File: config.mk
export PLATFORM = sky130hd
export DESIGN_NAME = bmh_cell
export DESIGN_NICKNAME = d
export VERILOG_FILES = /design/src/hdl/bmh_pkg.sv /design/src/hdl/bmh_cell.sv
export SDC_FILE = /design/constraint.sdc
export NUM_CORES = 1
export LEC_CHECK = 0
export CELL_PAD_IN_SITES_DETAIL_PLACEMENT = 1
export CELL_PAD_IN_SITES_GLOBAL_PLACEMENT = 2
export CORE_MARGIN = 10
export CORE_UTILIZATION = 32
export CTS_CLUSTER_SIZE = 8
export DETAILED_ROUTE_END_ITERATION = 8
export DONT_BUFFER_PORTS = 1
export PLACE_DENSITY = 0.82
export SLEW_MARGIN = 20
export SYNTH_ARGS = -nofsm -noshare
export SYNTH_HDL_FRONTEND = slang
export SYNTH_SLANG_ARGS = --single-unit
File: constraint.sdc
create_clock -name clock -period 5.65 [get_ports clock]
set_input_delay 1.695 -clock clock [delete_from_list [all_inputs] [get_ports clock]]
set_output_delay 1.695 -clock clock [all_outputs]
set_load 0.05 [all_outputs]
File: src/hdl/bmh_pkg.sv
// Package for the binary min-heap priority queue.
// Holds the item types, the cell link types and the status and action codes.
// No dependencies.
package bmh_pkg;

   // Key and field widths.
   localparam int KEY_W = 32;
   localparam int OCC_W = 9;
   localparam int STATUS_W = 2;

   // Default number of keys the queue can hold.
   localparam int CAPACITY_DEFAULT = 256;

   typedef logic signed [KEY_W-1:0] key_type;

   // Action codes carried by an input item.
   localparam logic ACT_INSERT = 1'b0;
   localparam logic ACT_EXTRACT = 1'b1;

   // Status codes carried by a result item.
   localparam logic [STATUS_W-1:0] STATUS_OK = 2'd0;
   localparam logic [STATUS_W-1:0] STATUS_EMPTY = 2'd1;
   localparam logic [STATUS_W-1:0] STATUS_FULL = 2'd2;

   // Input item.
   typedef struct packed {
      logic action;
      key_type key_in;
   } req_type;

   // Result item.
   typedef struct packed {
      key_type key_out;
      logic [STATUS_W-1:0] status;
      logic [OCC_W-1:0] occupancy;
      logic is_empty;
   } rsp_type;

   // Command broadcast to every cell in the chain.
   typedef struct packed {
      logic insert;
      logic extract;
      key_type key;
   } cell_cmd_type;

   // What one cell shows its neighbors.
   typedef struct packed {
      key_type key;
      logic valid;
      logic lt;
   } cell_link_type;

endpackage

File: src/hdl/bmh_cell.sv
// One cell of the sorted chain that holds the queue's keys.
// Depends on bmh_pkg for the command and link types.
module bmh_cell
   import bmh_pkg::*;
(
   input logic clock,
   input logic reset,
   input cell_cmd_type cmd,
   input cell_link_type left,
   input cell_link_type right,
   output cell_link_type link
);

   key_type key_ff, key_in;
   logic valid_ff, valid_in;
   logic lt;

   // The new key goes ahead of this cell's key when it is strictly smaller
   // or when the cell is empty, so equal keys keep their order.
   assign lt = !valid_ff || (cmd.key < key_ff);

   // Insert shifts the larger keys one cell to the right; extract shifts all
   // keys one cell to the left.
   always_comb begin
      key_in = key_ff;
      valid_in = valid_ff;
      if (cmd.insert) begin
         if (lt) begin
            if (left.lt) begin
               key_in = left.key;
               valid_in = left.valid;
            end else begin
               key_in = cmd.key;
               valid_in = 1'b1;
            end
         end
      end else if (cmd.extract) begin
         key_in = right.key;
         valid_in = right.valid;
      end
   end

   // Key storage; only the valid bit is cleared by reset.
   always_ff @(posedge clock) begin
      key_ff <= key_in;
      if (reset) begin
         valid_ff <= 1'b0;
      end else begin
         valid_ff <= valid_in;
      end
   end

   assign link.key = key_ff;
   assign link.valid = valid_ff;
   assign link.lt = lt;

endmodule

Yosys cells after proc, flatten, opt, wreduce, memory -nomap -nowiden
Cells that the tools add are included.
W data, S select, Z words.
{ "totals": {"word_cells": 16, "inputBits": 104, "out_inout_bits": 34, "register_bits": 33} }
{ "op_classes": {"n_reduce_logical": 4, "order_cmp": 1, "mux": 8, "eq_ne": 1} }
{ "ops": {"columns": ["cell", "n"], "rows": [
  ["$mux W32", 4],
  ["$lt A32 B32 Y1", 1],
  ["$mux W1", 4],
  ["$ne A2 B1 Y1 const B", 1],
  ["$reduce_and A2 Y1", 1],
  ["$reduce_bool A2 Y1", 1],
  ["$logic_not A1 Y1", 1],
  ["$logic_or A1 B1 Y1", 1]
]} }

Depth between registers and ports, before layout
{ "logic_depth": {"depth_word": 4, "depth_mapped": 9, "depth_no_buf": 8} }

Worst setup path before layout
Ideal clock, no wire load.
{ "synth_path": {"kind": "input port to flip-flop", "start": "in cmd[13] (netlist name)", "end": "reg key_ff[0], enable pin", "setup_ns": 0.470, "arrival_ns": 5.512, "t_required_ns": 5.180, "path_stages": 7, "n_path_buf": 0, "path_slack_ns": -0.332, "cell_sequence": "ha_1 a21o_1 a31oi_1 nand2_1 o41a_4 or2_1 a211oi_1"} }
{ "synth_via": {"elab_chain_cells": 4} }
{ "synth_rtl": {"columns": ["element", "line_no", "text"], "rows": [
  ["from (decl)", "bmh_cell.sv:8", "input cell_cmd_type cmd,"],
  ["$lt A32 B32 Y1", "bmh_cell.sv:20", "assign lt = !valid_ff || (cmd.key < key_ff);"],
  ["$logic_or A1 B1 Y1", "bmh_cell.sv:20", null],
  ["$ne A2 B1 Y1 (no source line)", null, null],
  ["$reduce_and A2 Y1 (no source line)", null, null],
  ["to (signal assigned)", "bmh_cell.sv:45", "key_ff <= key_in;"],
  ["to (decl)", "bmh_cell.sv:14", "key_type key_ff, key_in;"]
]} }
No other way between the ends.
A chain may end at the register's enable or synchronous reset.

==> key figures <==
Run status
  – Outcome: complete, no violations

Clocking
  – TritonCTS clock tree: done
  – Clk_lat worst skew: 0.29 ns
  – Post-CTS setup buffer count: 0
  – Clk pin slew, worst setup/hold paths: about 0.070 ns
  – Clock buffer depth: 2
  – H-Tree Depth: 2
  – Hold-fix buffers, CTS: 0
  – Root buffer cell: clkbuf_8
  – TritonCTS Buffers: 5
  – Clock Sinks: 33
  – Post-cts sizing count: 0

STA
  – TNS Setup: 0 ns
  – Rel. slew slack: 55.66%
  – RSZ-0062 raised after global routing: no
  – Max-slew violation count: 0
  – Setup violators final: 0
  – Max Fclk: 0.1891 GHz
  – Hold WS: roughly 1.1 ns
  – Post-layout min period: 5.288 ns
  – Final Hold Viols: 0
  – Part of the cycle the worst path needs: 93.59%
  – Least-Margin Pin Slew: 0.6595 ns
  – Max Clock Skew: 0.01461 ns

Place
  – Routability cong.: 0.7407
  – Buffers on Ports: 0
  – Detailed Place HPWL: 6348 microns

Global route
  – Vias in the first global route: 2222
  – Antenna violations before repair: 0
  – Grt ovf: 0
  – First-pass GRT wire length: 11810 microns
  – Met2 usage: 21.21%
  – Met1 Usage GRT: around 14%
  – Met3 Resource Use GR: 6.963%
  – Total track usage: 12.63%
  – Pin count of the biggest net entering global routing: 70
  – Grt peak-use layer: met2

Detailed routing
  – Drt via density: 5.292
  – Via count: between 1500 and 2000
  – Post-Route WL: 7817 microns
  – Avg WL per Cell: 21.30 microns
  – Drt initial violations: 51
  – DRT antenna net count: 0
  – Remaining DRCs: 0
  – Pre-antenna DRT Iters: 4

Die
  – Rows: 32
  – Die footprint: 11950 sq um
  – Chip Height: 109.3 microns
  – CORE AREA: 7727 sq um
  – Die width: 109.3 microns
  – Initial Util: 33.05%
  – I/O Pins: 138

Setup path
  – Crit end category: output pin
  – WP buf/inv: 1
  – Reg2reg start: key_ff[13]
  – Data arrival, critical path: 3.59 ns
  – Top delay family on crit path: simple AND/OR/NAND/NOR gates
  – CP Cell Sequence: ha_1, nand4_1, or4_1, a21oi_1, o41a_4, o21a_1, o21ai_1, buf_4
  – Slowest cell on the critical path: or4_1
  – CP startpoint kind: input pin
  – CP Max Fanout: 5
  – CP peak stage delay: 0.57 ns
  – Type of the worst setup path: in -> out
  – WP data required: ~4.0 ns
  – CP Launch Point: cmd[27]

Final layout
  – Register Area: 980.9 sq um
  – Area Overhead vs Synth: 7.692%
  – Final #Nets: 399
  – Area occupied by multi-input gates: 1409 sq um
  – Fill cell count: between 800 and 900
  – # diodes: 0
  – Layout cells sized above 1: 6.038%

Logic synthesis
  – Syn. warnings: 0
  – Syn Inst Count: ~270
  – Syn Nets: 401
  – Sequential area share after synthesis: 38.41%
  – Ys async rst share: 0%
  – Dominant synthesized flop cell: edfxtp_1
  – Synth Register Bits: 33
  – Distinct cells, synth: 35
  – Synthesized area per cell: 9.600 sq um
  – Post-Syn Area: 2554 sq um
  – Number of flops mapped to enable cells by yosys: 32

Run
  – Max Cap Viol: 0

Power and ir drop
  – Max VDD drop: 95.70 uV
  – Share of total power in the clock network: 23.7%
  – Sw frac: 38.98%
  – Int Pwr: between 0.4 and 0.5 mW
  – Comb power frac: between 20% and 30%
  – Pwr Density: around 280 nW/um^2
  – NetSw: 0.2955 mW
  – Lkg Pwr: around 1.3 nW
  – Register share of total power: 56.2%

Hold path
  – Worst Hold Class: reg -> reg
  – HP Start: valid_ff
## cells in the mapped netlist (3+ instances only)
cell | instances | area, sq um
mux2i_1 | 32 | 320.3
edfxtp_1 | 32 | 960.9
a21o_1 | 6 | 45.04
o21ai_0 | 6 | 30.03
clkbuf_1 | 5 | 18.77
ha_1 | 31 | 387.9
buf_1 | 6 | 22.52
nand2_1 | 7 | 26.28
nand4_1 | 6 | 37.54
inv_1 | 32 | 120.1
a21oi_1 | 41 | 205.2
nor3_1 | 3 | 15.01
nor2_1 | 34 | 127.6
## path summary, 6_finish.rpt
kind	endpoint	slack, ns	cells past startpoint
setup / recovery	link[0]	0.36	8
hold / removal	valid_ff	1.10	3
setup reg to reg	key_ff[14]	2.39	9
hold reg to reg	valid_ff	1.10	3
## power groups by stage
stage | Clock (mW) | Sequential (mW) | Combinational, mW
floorplan | 0 | 0.420 | 0.132
global placement | 0 | 0.432 | 0.147
detailed placement | 0 | 0.434 | 0.155
CTS | 0.188 | 0.428 | 0.155
global route | 0.199 | 0.431 | 0.176
finish | 0.180 | 0.426 | 0.152
## worst min-delay path, stage by stage (launching register included)
cell and delay [ns]:
dfxtp_1 0.52, nand2_1 0.21, nor3b_1 0.06, a211o_1 0.27
## metal layers
metal	up-vias	share of wire [%]
li1	953	-
met1	894	38
met2	91	48
met3	4	14
met4	0	1.0
met5	-	0
## placed cells by master, fill, tap and decap left out, types with 2 or more instances in the layout
cell and n:
a21o_1 6, a21oi_1 41, and3_1 2, buf_4 4
clkbuf_8 5, clkinv_2 2, edfxtp_1 32, ha_1 31
inv_1 32, mux2i_1 32, nand2_1 7, nand4_1 6
nor2_1 34, nor3_1 3, o21ai_0 5
## final cells by class
type / instances / share of cell area (%)
inverter: 32 / 4.368
tap: 102 / 4.641
clock inverter: 2 / 0.3640
timing repair buffer: 4 / 1.092
clock buffer: 6 / 2.639
multi-input combinational: 188 / 51.23
sequential: 33 / 35.67
## logic make-up (layout without fill, tap and decap cells)
family	after synthesis	after routing	share of synthesized area (%)
adder cells (fa/ha/maj)	31	31	15.19
buffers and inverters	45	44	6.908
multiplexers	33	33	12.98
AO/OA/AOI/OAI	64	64	15.63
flip-flops	33	33	38.41
AND/OR/NAND/NOR	60	60	10.88
## per-stage QoR
stage          utilization [%]  area (sq um)  worst slack (ns)  cells  power (mW)
2_1_floorplan                -          2559            0.5345    266      0.5522
3_3_place_gp             34.52          2668            0.3533    359      0.5789
3_5_place_dp             34.52          2668            0.3253    359      0.5881
4_1_cts                  35.59          2750            0.3193    367      0.7713
5_1_grt                  35.59          2750            0.2237    367      0.8063
6_report                 35.59          2750            0.3622    367      0.7583
## flip-flops by register name, summed over array words and instances (netlist names)
signal and flops:
valid_ff 1, key_ff 32
(Power assumes the default switching activity.)
